`src/tfd_pkg.sv`:
```
// Package for the tagged frame decoder: payload types, status codes and constants.
`default_nettype none

package tfd_pkg;

    localparam int CAPTURE_BYTES_DEF = 16;
    localparam int CNT_W             = 9;
    localparam int CFG_IDX_W         = 2;
    localparam int CFG_DATA_W        = 8;

    localparam logic [CNT_W-1:0] COUNT_MAX = 9'd511;

    localparam logic [CFG_IDX_W-1:0] REG_ACK_TAG       = 2'd0;
    localparam logic [CFG_IDX_W-1:0] REG_IMPEDANCE_TAG = 2'd1;
    localparam logic [CFG_IDX_W-1:0] REG_DEVICE_ID_TAG = 2'd2;

    localparam logic [2:0] STATUS_FRAME_ERROR   = 3'd0;
    localparam logic [2:0] STATUS_ACK           = 3'd1;
    localparam logic [2:0] STATUS_IMP_LONG      = 3'd2;
    localparam logic [2:0] STATUS_IMP_SHORT     = 3'd3;
    localparam logic [2:0] STATUS_DEVICE_ID     = 3'd4;
    localparam logic [2:0] STATUS_UNKNOWN_TAG   = 3'd5;
    localparam logic [2:0] STATUS_BAD_LENGTH    = 3'd6;

    localparam logic [CNT_W-1:0] ACK_PLEN       = 9'd1;
    localparam logic [CNT_W-1:0] IMP_LONG_PLEN  = 9'd16;
    localparam logic [CNT_W-1:0] IMP_SHORT_PLEN = 9'd10;
    localparam logic [CNT_W-1:0] DEV_MIN_PLEN   = 9'd7;
    localparam logic [CNT_W-1:0] FRAME_OVERHEAD = 9'd3;

    localparam logic [31:0] SHORT_TIMESTAMP = 32'hBF80_0000; // -1.0
    localparam logic [15:0] SHORT_CHANNEL   = 16'hFFFF;      // -1
    localparam logic [11:0] YEAR_BASE       = 12'd2010;

    typedef struct packed {
        logic [7:0] data_byte;
        logic       frame_end;
    } in_item_t;

    typedef struct packed {
        logic [2:0]         status;
        logic [7:0]         ack_code;
        logic signed [15:0] freq_number;
        logic [31:0]        timestamp_bits;
        logic signed [15:0] channel_number;
        logic [31:0]        real_bits;
        logic [31:0]        imag_bits;
        logic [7:0]         format_version;
        logic signed [15:0] device_identifier;
        logic signed [15:0] serial_number;
        logic [11:0]        delivery_year;
        logic [7:0]         delivery_month;
    } out_item_t;

endpackage

`default_nettype wire

```
`src/tagged_frame_decoder.sv`:
```
// Tagged frame decoder: byte counting, payload capture, frame check and decode.
//
// Bytes enter on in_valid/in_stall/in_data, one transaction per byte, with
// frame_end set on the closing tag byte. A transaction completes when valid is
// high and stall is low. Each frame (tag, length, payload, tag) yields one
// result on out_valid/out_stall/out_data; bytes without frame_end yield none.
// The tag registers are written through cfg_write/cfg_index/cfg_data; the user
// must write them only while the block is idle, which the block does not enforce.
// Index 0 is the ack tag, 1 the impedance tag, 2 the device id tag, and index 3 is ignored.
// Throughput is one byte per cycle while in_stall is low: the frame check and
// decode sit between the per-frame state registers and the result register.
// A finished result is registered in the output register, or in the skid register.
// A stalled result is held in the output register; a second finished result
// goes to a skid register, and in_stall rises only while that skid register is
// full, so bytes keep flowing during a one-result backlog.
// Reset clears the byte counter, the stored tag and length bytes, the tag
// registers and both result valid flags. The payload capture is not reset.
`default_nettype none

module tagged_frame_decoder #(
    parameter int CAPTURE_BYTES = tfd_pkg::CAPTURE_BYTES_DEF
) (
    input  wire logic                           clk,
    input  wire logic                           rst_n,
    input  wire logic                           cfg_write,
    input  wire logic [tfd_pkg::CFG_IDX_W-1:0]  cfg_index,
    input  wire logic [tfd_pkg::CFG_DATA_W-1:0] cfg_data,
    input  wire logic                           in_valid,
    output logic                                in_stall,
    input  wire tfd_pkg::in_item_t              in_data,
    output logic                                out_valid,
    input  wire logic                           out_stall,
    output tfd_pkg::out_item_t                  out_data
);

    localparam int CNT_W = tfd_pkg::CNT_W;

    logic [7:0] ack_tag_reg;
    logic [7:0] impedance_tag_reg;
    logic [7:0] device_id_tag_reg;

    logic [CNT_W-1:0] byte_count_reg;
    logic [CNT_W-1:0] byte_count_next;
    logic [7:0]       first_tag_reg;
    logic [7:0]       length_byte_reg;
    logic [7:0]       capture_reg [CAPTURE_BYTES];

    logic               out_valid_reg;
    tfd_pkg::out_item_t out_data_reg;
    logic               skid_valid_reg;
    tfd_pkg::out_item_t skid_data_reg;

    logic               in_fire;
    logic               push;
    logic               pop;
    logic [CNT_W-1:0]   total;
    logic [CNT_W-1:0]   plen;
    logic               frame_bad;
    tfd_pkg::out_item_t result;
    logic [7:0]         pb [16];

    assign in_fire = in_valid && !in_stall;
    assign push    = in_fire && in_data.frame_end;
    assign pop     = out_valid_reg && !out_stall;

    assign in_stall  = skid_valid_reg;
    assign out_valid = out_valid_reg;
    assign out_data  = out_data_reg;

    // configuration registers
    always_ff @(posedge clk or negedge rst_n)
    begin
        if (!rst_n)
        begin
            ack_tag_reg       <= '0;
            impedance_tag_reg <= '0;
            device_id_tag_reg <= '0;
        end
        else if (cfg_write)
        begin
            unique case (cfg_index)
                tfd_pkg::REG_ACK_TAG:       ack_tag_reg       <= cfg_data;
                tfd_pkg::REG_IMPEDANCE_TAG: impedance_tag_reg <= cfg_data;
                tfd_pkg::REG_DEVICE_ID_TAG: device_id_tag_reg <= cfg_data;
                default:                    ;
            endcase
        end
    end

    // byte counter saturates at its maximum, frame_end restarts it
    assign total = (byte_count_reg < tfd_pkg::COUNT_MAX) ?
                   byte_count_reg + CNT_W'(1) : tfd_pkg::COUNT_MAX;
    assign byte_count_next = in_data.frame_end ? '0 : total;

    always_ff @(posedge clk or negedge rst_n)
    begin
        if (!rst_n)
        begin
            byte_count_reg  <= '0;
            first_tag_reg   <= '0;
            length_byte_reg <= '0;
        end
        else if (in_fire)
        begin
            byte_count_reg <= byte_count_next;
            if (byte_count_reg == CNT_W'(0))
            begin
                first_tag_reg <= in_data.data_byte;
            end
            if (byte_count_reg == CNT_W'(1))
            begin
                length_byte_reg <= in_data.data_byte;
            end
        end
    end

    for (genvar i = 0; i < CAPTURE_BYTES; i++)
    begin : g_capture
        always_ff @(posedge clk)
        begin
            if (in_fire && byte_count_reg == CNT_W'(i + 2))
            begin
                capture_reg[i] <= in_data.data_byte;
            end
        end
    end

    // the decode reads only the first sixteen payload bytes
    for (genvar i = 0; i < 16; i++)
    begin : g_pb
        assign pb[i] = capture_reg[i];
    end

    // The closing byte lands past every entry the decode reads, so the decode
    // can use the stored bytes directly.
    assign plen      = total - tfd_pkg::FRAME_OVERHEAD;
    assign frame_bad = (total < tfd_pkg::FRAME_OVERHEAD)
                    || (first_tag_reg != in_data.data_byte)
                    || ({1'b0, length_byte_reg} != plen);

    always_comb
    begin
        result        = '0;
        result.status = tfd_pkg::STATUS_FRAME_ERROR;
        priority if (frame_bad)
        begin
            result.status = tfd_pkg::STATUS_FRAME_ERROR;
        end
        else if (first_tag_reg == ack_tag_reg)
        begin
            if (plen == tfd_pkg::ACK_PLEN)
            begin
                result.status   = tfd_pkg::STATUS_ACK;
                result.ack_code = pb[0];
            end
            else
            begin
                result.status = tfd_pkg::STATUS_BAD_LENGTH;
            end
        end
        else if (first_tag_reg == impedance_tag_reg)
        begin
            if (plen == tfd_pkg::IMP_LONG_PLEN)
            begin
                result.status         = tfd_pkg::STATUS_IMP_LONG;
                result.freq_number    = {pb[0], pb[1]};
                result.timestamp_bits = {pb[2], pb[3], pb[4], pb[5]};
                result.channel_number = {pb[6], pb[7]};
                result.real_bits      = {pb[8], pb[9], pb[10], pb[11]};
                result.imag_bits      = {pb[12], pb[13], pb[14], pb[15]};
            end
            else if (plen == tfd_pkg::IMP_SHORT_PLEN)
            begin
                result.status         = tfd_pkg::STATUS_IMP_SHORT;
                result.freq_number    = {pb[0], pb[1]};
                result.timestamp_bits = tfd_pkg::SHORT_TIMESTAMP;
                result.channel_number = tfd_pkg::SHORT_CHANNEL;
                result.real_bits      = {pb[2], pb[3], pb[4], pb[5]};
                result.imag_bits      = {pb[6], pb[7], pb[8], pb[9]};
            end
            else
            begin
                result.status = tfd_pkg::STATUS_BAD_LENGTH;
            end
        end
        else if (first_tag_reg == device_id_tag_reg)
        begin
            if (plen >= tfd_pkg::DEV_MIN_PLEN)
            begin
                result.status            = tfd_pkg::STATUS_DEVICE_ID;
                result.format_version    = pb[0];
                result.device_identifier = {pb[1], pb[2]};
                result.serial_number     = {pb[3], pb[4]};
                result.delivery_year     = {4'd0, pb[5]} + tfd_pkg::YEAR_BASE;
                result.delivery_month    = pb[6];
            end
            else
            begin
                result.status = tfd_pkg::STATUS_BAD_LENGTH;
            end
        end
        else
        begin
            result.status = tfd_pkg::STATUS_UNKNOWN_TAG;
        end
    end

    // output register with one skid entry behind it
    always_ff @(posedge clk or negedge rst_n)
    begin
        if (!rst_n)
        begin
            out_valid_reg  <= 1'b0;
            skid_valid_reg <= 1'b0;
        end
        else if (!out_valid_reg || pop)
        begin
            if (skid_valid_reg)
            begin
                out_valid_reg  <= 1'b1;
                skid_valid_reg <= 1'b0;
            end
            else
            begin
                out_valid_reg <= push;
            end
        end
        else if (push)
        begin
            skid_valid_reg <= 1'b1;
        end
    end

    always_ff @(posedge clk)
    begin
        if (!out_valid_reg || pop)
        begin
            if (skid_valid_reg)
            begin
                out_data_reg <= skid_data_reg;
            end
            else if (push)
            begin
                out_data_reg <= result;
            end
        end
        else if (push)
        begin
            skid_data_reg <= result;
        end
    end

`ifndef NO_ASSERTIONS
    a_skid_behind_out: assert property (@(posedge clk) disable iff (!rst_n)
        skid_valid_reg |-> out_valid_reg)
        else $error("skid entry held without an output entry");

    a_count_restart: assert property (@(posedge clk) disable iff (!rst_n)
        push |=> byte_count_reg == '0)
        else $error("byte counter not cleared after frame end");

    a_count_step: assert property (@(posedge clk) disable iff (!rst_n)
        (in_fire && !in_data.frame_end && byte_count_reg < tfd_pkg::COUNT_MAX)
        |=> byte_count_reg == $past(byte_count_reg) + CNT_W'(1))
        else $error("byte counter did not advance");

    a_status_range: assert property (@(posedge clk) disable iff (!rst_n)
        out_valid_reg |-> out_data_reg.status <= tfd_pkg::STATUS_BAD_LENGTH)
        else $error("status code out of range");

    a_no_loss: assert property (@(posedge clk) disable iff (!rst_n)
        (out_valid_reg && out_stall && push) |=> skid_valid_reg)
        else $error("result dropped while output stalled");
`endif

endmodule

`default_nettype wire

```
`config.mk`:
```
export PLATFORM = sky130hd
export DESIGN_NAME = tagged_frame_decoder
export DESIGN_NICKNAME = d
export VERILOG_FILES = /design/src/tfd_pkg.sv /design/src/tagged_frame_decoder.sv
export SDC_FILE = /design/constraint.sdc
export NUM_CORES = 1
export LEC_CHECK = 0
export ABC_AREA = 1
export ABC_CLOCK_PERIOD_IN_PS = 14400
export BUFFER_PORTS_ARGS = -buffer_cell sky130_fd_sc_hd__clkbuf_2
export CAP_MARGIN = 30
export CORE_ASPECT_RATIO = 2
export CORE_UTILIZATION = 54
export CTS_CLUSTER_SIZE = 20
export DETAILED_ROUTE_END_ITERATION = 7
export PLACE_DENSITY = 0.72
export SLEW_MARGIN = 10
export SYNTH_ARGS = -nofsm -noshare
export SYNTH_HDL_FRONTEND = slang
export SYNTH_SLANG_ARGS = --single-unit
```
`constraint.sdc`:
```
create_clock -name clk -period 14.4 [get_ports clk]
set_clock_uncertainty 0.2 [all_clocks]
set_input_delay 2.88 -clock clk [delete_from_list [all_inputs] [get_ports clk]]
set_output_delay 2.88 -clock clk [all_outputs]
set_load 0.02 [all_outputs]
```
==> results of run 1 <==
## stage by stage
stage,utilization,cells,power (W)
CTS,0.6170,3339,0.003884
floorplan,-,2523,0.002320
detailed placement,0.5807,3246,0.002481
global route,0.6193,3345,0.003990
global placement,0.5790,3240,0.002471
finish,0.6193,3345,0.003875
## worst max-delay path by stage
| stage | end | slack, ps | cells past startpoint |
|---|---|---|---|
| after floorplan | out_data[0] | 820 | 2 |
| after global placement | skid_data_reg[101] | 7340 | 15 |
| after detailed placement | skid_data_reg[61] | 7240 | 15 |
| after CTS | skid_data_reg[16] | 7840 | 15 |
| after global routing | skid_data_reg[60] | 7460 | 15 |
| final | skid_data_reg[60] | 7690 | 15 |
## worst max-delay path: cells and delay by family
family | cells | cell delay (ps)
buffers and inverters | 2 | 840
and+or+nand+nor | 11 | 2610
AOI/OAI and AO/OA | 1 | 220
xor gates and xnor gates | 1 | 340
## where the power goes
| part | total [W] | internal, W | switching, W |
|---|---|---|---|
| logic | 0.000475 | 0.000131 | 0.000344 |
| registers | 0.00197 | 0.00191 | 0.0000588 |
| clock network | 0.00143 | 0.000813 | 0.000614 |
## layout by cell type (no fill, tap or decap), types with 12 or more instances in the layout
cell type / instances
clkbuf_16: 53
nor3_1: 62
edfxtp_1: 526
inv_1: 171
buf_4: 27
nor2_1: 329
or2_2: 17
a21oi_1: 153
nor3_2: 28
ha_1: 12
clkinv_1: 18
nand3_1: 367
nand4_1: 42
o21ai_0: 107
clkbuf_2: 224
o21ai_1: 14
dfrtp_1: 50
nand2_1: 404
## cell type report
type	count	area (sq um)
inverter	184	698.2
multi-input combinational	1598	7622
tap	632	790.8
sequential	577	17070
fill	3965	18080
clock inverter	34	375.4
clock buffer	59	1349
timing repair buffer	261	1514
## layer usage
metal	up-vias	track usage
met4	0	0.1820
li1	8985	-
met5	-	0
met3	224	0.03470
met1	9211	0.3371
met2	1055	0.5521
## cells by family (layout without fill, tap and decap cells)
| family | Yosys count | in the layout | synth area share |
|---|---|---|---|
| buffers and inverters | 348 | 538 | 0.05465 |
| DFF | 577 | 577 | 0.6553 |
| AOI/OAI and AO/OA | 284 | 284 | 0.05509 |
| adders and majority gates | 12 | 12 | 0.005763 |
| xor gates and xnor gates | 16 | 16 | 0.005379 |
| and+or+nand+nor | 1286 | 1286 | 0.2239 |
==> flow_metrics.tcl, run 1 <==
set metrics [dict create \
    path_clk_slew_ps 60 \
    overflow 0 \
    syn-cell-area_sq_um 26050 \
    hold_viol_final 0 \
    synth.net_count 2559 \
    drc_errors 0 \
    worst_slack_ps 7688 \
    period_needed_ps 6712 \
    cts-root-buf "clkbuf_16" \
    gp_congestion 0.8968 \
    drive_above_1_share 0.1552 \
    setup_viol 0 \
    cts-buffers-inserted 50 \
    cts_hold_buf 0 \
    crit_chain "clkbuf_2 -> xnor2_1 -> nand3_1 -> nor2_1 -> nand3_1 -> nor2_1 -> nand2_1 -> nor2_1 -> nand2_1 -> nor2_1 -> nand3_2 -> nor2_4 -> nand2_1 -> buf_4 -> o21ai_0" \
    leakagePower_nw 11.75 \
    setup_tns_ps 0 \
    ys.flop_type "edfxtp_1" \
    synth.distinct_cells 38 \
    synth-seq-area-share 0.6553 \
    wl_met2_um 39130 \
    synth_seq_cells 577 \
    postSynth.asyncResetShare 0.08839 \
    synth_commonest_cells "edfxtp_1, nand2_1, nand3_1" \
    timing.final.crit_share 0.4661 \
    cts_resized 0 \
    core.rowCount 113 \
    crit_path_end_kind "flip-flop" \
    num_vias 19480 \
    drt-total-wl_um 73830 \
    place_area_sq_um 27590 \
    die_h_um 312.6 \
    drv_cap 0 \
    slew-limit-headroom 0.2760 \
    grt_pass1_vias 18850 \
    dieArea_sq_um 49180 \
    synth_top_cell_area_share 0.6063 \
    slew_violations 0 \
    vdd_drop_max_v 0.0001165 \
    met1Wirelength_um 24950 \
    wl_per_cell_um 22.07 \
    min-delay-start "impedance_tag_reg[7]" \
    top_layer "met4" \
    worst-path-max-fanout 26 \
    rsz0062_at_grt "false" \
    grt_antenna_before_repair 0 \
    via_per_inst 5.822 \
    initial_core_util 0.5484 \
    grt_start_max_net_pins 157 \
    clock-sinks 577 \
    post_cts_buffers 0 \
    grt_pass1_wl_um 110600 \
    grt.total_usage 0.3044 \
    reg2reg_depth 24 \
    tritoncts "done" \
    status "completed" \
    antenna_cells 0 \
    power.density_nw_per_um2 131.7 \
    ff2ff_setup_slack_ps 8220 \
    core_area_sq_um 47510 \
    tightestPinTransition_ps 1082 \
    nNetsFinal 2708 \
    detail-route-antenna-nets 0 \
    startpoint "in_data[4]" \
    post-place-ws_ps 7239 \
    first_pass_iters 6 \
    synth.most_common_cell "edfxtp_1" \
    syn2layout_area_growth_pct 12.93 \
    pin_count 225 \
    die_w_um 157.3 \
    holdWs_ps 308.9 \
    crit_arrival_ps 6930 \
    stdcell_area_sq_um 29420 \
    fmax_ghz 0.1490 \
    critPathLaunchType "primary input" \
    yosysTopAreaCell "edfxtp_1" \
    syn_area_per_cell_sq_um 10.33 \
    synth_enable_flop_cells 526 \
    ys_warn_count 0 \
    syn_inst 2523 \
    clockBufferDepth 3 \
    drtIter0Drc 1992 \
    r2r_end "skid_data_reg[7]" \
    synth.area.top_cells "edfxtp_1, nand3_1, nand2_1" \
    dr_wl_met3_um 5181 \
    port_buffers 224 \
    htree_num_levels 2 \
    min_path_type "reg2reg" \
    timing.rr.start "byte_count_reg[2]" \
    critPathMaxStageDelay_ps 740 \
    required_ps 14620 \
    crit_type "in2reg" \
    slowest_stage "nor2_4" \
    hpwl_um 48930 \
    hold_end "impedance_tag_reg[7]" \
    cpMostUsedCell "nor2_1" \
    hold_path_depth 2 \
    insertion_delay_ps 600 \
]
(Power assumes the default switching activity.)
==> inputs of run 2 (changes only) <==
- ABC_CLOCK_PERIOD_IN_PS: 14400 -> 5550
- clock period: 14.4 -> 5.55 ns (I/O delays scaled with it)
==> run 2 against run 1 <==
Against the previous run: worst setup slack worse by 6800 ps; routed wire length grew 2.7%; non-clock buffer count grew 25; sequential share of layout area down 0.26 points; first-iteration DRC count shrank 4.7%; critical path depth increased by 8; design area up 0.45%; die area unchanged; global-route usage grew 0.94 points; critical path type is now reg2reg; via count increased by 1.9%; sequential power increased to 2.6 times the previous value.
==> flow_metrics.tcl, run 2 (synthesis gave the netlist of run 1 again) <==
set metrics [dict create \
    status "completed" \
    reg2reg_depth 23 \
    cts_hold_buf 0 \
    critPathLaunchType "flip-flop" \
    grt_pass1_vias 19460 \
    final_common_cell "edfxtp_1" \
    rsz0062_at_grt "false" \
    dieArea_sq_um 49180 \
    core.rowCount 113 \
    r2r_end "skid_data_reg[165]" \
    timing.rr.start "byte_count_reg[2]" \
    post-place-ws_ps 957.9 \
    grt_antenna_before_repair 0 \
    multi_input_area_sq_um 7639 \
    grt.total_usage 0.3138 \
    cpMostUsedCell "nand2_1" \
    first_pass_iters 5 \
    fmax_ghz 0.2149 \
    grt_start_max_net_pins 172 \
    tritoncts "done" \
    setup_viol 0 \
    drive_above_1_share 0.1672 \
    drv_cap 0 \
    crit_type "reg2reg" \
    cts-buffers-inserted 49 \
    clockBufferDepth 3 \
    min_path_type "reg2reg" \
    leakagePower_nw 11.85 \
    core_area_sq_um 47510 \
    die_w_um 157.3 \
    period_needed_ps 4653 \
    required_ps 5780 \
    power.density_nw_per_um2 339.5 \
    drtIter0Drc 1899 \
    hpwl_um 50510 \
    port_buffers 224 \
    endpoint "skid_data_reg[165]" \
    final_cell_mix "edfxtp_1, nand2_1, nand3_1" \
    wl_per_cell_um 22.53 \
    hold_viol_final 0 \
    cts-root-buf "clkbuf_16" \
    crit_chain "ha_1 -> nand2_1 -> nor2_2 -> nand2_4 -> inv_1 -> nor2_1 -> inv_1 -> ha_1 -> inv_1 -> nand2_1 -> nor2_1 -> nand3_1 -> nand2_1 -> nand2_1 -> inv_2 -> nand3_1 -> nor2_4 -> nand2_1 -> a21oi_4 -> buf_12 -> nand2_1 -> buf_4 -> a21oi_1" \
    path_clk_slew_ps 70 \
    setup_tns_ps 0 \
    pin_count 225 \
    drc_errors 0 \
    startpoint "byte_count_reg[2]" \
    antenna_cells 0 \
    initial_core_util 0.5484 \
    worst_slack_ps 896.9 \
    drt-total-wl_um 75820 \
    num_vias 19850 \
    critPathMaxStageDelay_ps 470 \
    slew_violations 0 \
    insertion_delay_ps 600 \
    ff2ff_setup_slack_ps 900 \
    timing.final.crit_share 0.8384 \
    clock-sinks 577 \
    detail-route-antenna-nets 0 \
    htree_num_levels 2 \
    cts_resized 0 \
    vdd_drop_max_v 0.0003369 \
    nNetsFinal 2732 \
    ff_latch_area_sq_um 17070 \
    slew-limit-headroom 0.1789 \
    worst-path-max-fanout 33 \
    post_cts_buffers 0 \
    fin_util 0.6222 \
    overflow 0 \
    fillCellCount 3907 \
    tightestPinTransition_ps 1232 \
    syn2layout_area_growth_pct 13.45 \
    slowest_stage "dfrtp_1" \
    via_per_inst 5.898 \
    crit_path_end_kind "flip-flop" \
    grt_pass1_wl_um 113400 \
    gp_congestion 0.9791 \
    die_h_um 312.6 \
    crit_arrival_ps 4880 \
]
==> run 2: layout make-up <==
| cell class | instances | area share |
|---|---|---|
| sequential | 577 | 0.5776 |
| timing repair buffer | 286 | 0.05660 |
| clock buffer | 53 | 0.04271 |
| clock inverter | 36 | 0.01422 |
| inverter | 184 | 0.02362 |
| multi-input combinational | 1598 | 0.2584 |
| tap | 632 | 0.02675 |
==> run 2: worst max-delay path: cells and delay by family (launching register included) <==
kind / cells / cell delay, ps
buffers and inverters: 6 / 850
adder cells (fa/ha/maj): 2 / 480
AND/OR/NAND/NOR: 13 / 1900
AO/OA/AOI/OAI: 2 / 580
flip-flops: 1 / 470
==> run 2: stage by stage <==
stage          cell area, sq um  hold slack [ps]  power, W  std cells
2_1_floorplan             26090            266.4  0.005989       2523
3_3_place_gp              27780            283.4  0.006457       3270
3_5_place_dp              27850            290.8  0.006476       3274
4_1_cts                   29530            307.5   0.01007       3363
5_1_grt                   29560            327.3   0.01034       3366
6_report                  29560            309.4   0.01004       3366
==> run 2: worst min-delay path by stage <==
| stage | start | endpoint | slack, ps | cells after the start |
|---|---|---|---|---|
| 6_report | device_id_tag_reg[0] | device_id_tag_reg[0] | 310 | 2 |
| 3_3_place_gp | device_id_tag_reg[2] | device_id_tag_reg[2] | 280 | 2 |
| 4_1_cts | device_id_tag_reg[7] | device_id_tag_reg[7] | 310 | 2 |
| 3_5_place_dp | device_id_tag_reg[7] | device_id_tag_reg[7] | 290 | 2 |
| 5_1_grt | device_id_tag_reg[5] | device_id_tag_reg[5] | 330 | 2 |
| 2_1_floorplan | length_byte_reg[5] | length_byte_reg[5] | 270 | 2 |
==> run 2: power by group <==
group | internal [W] | total [W] | switching, W | leakage (nW)
combinational | 0.000344 | 0.00126 | 0.000915 | 5.51
clock | 0.00203 | 0.00365 | 0.00161 | 0.806
sequential | 0.00496 | 0.00513 | 0.000167 | 5.54
==> run 2: routing by layer <==
layer,vias to the layer above,share of wire,GRT usage
li1,9039,-,-
met1,9409,0.33,0.3548
met2,1138,0.52,0.5547
met3,265,0.074,0.03484
met4,0,0.069,0.2041
met5,-,0,0
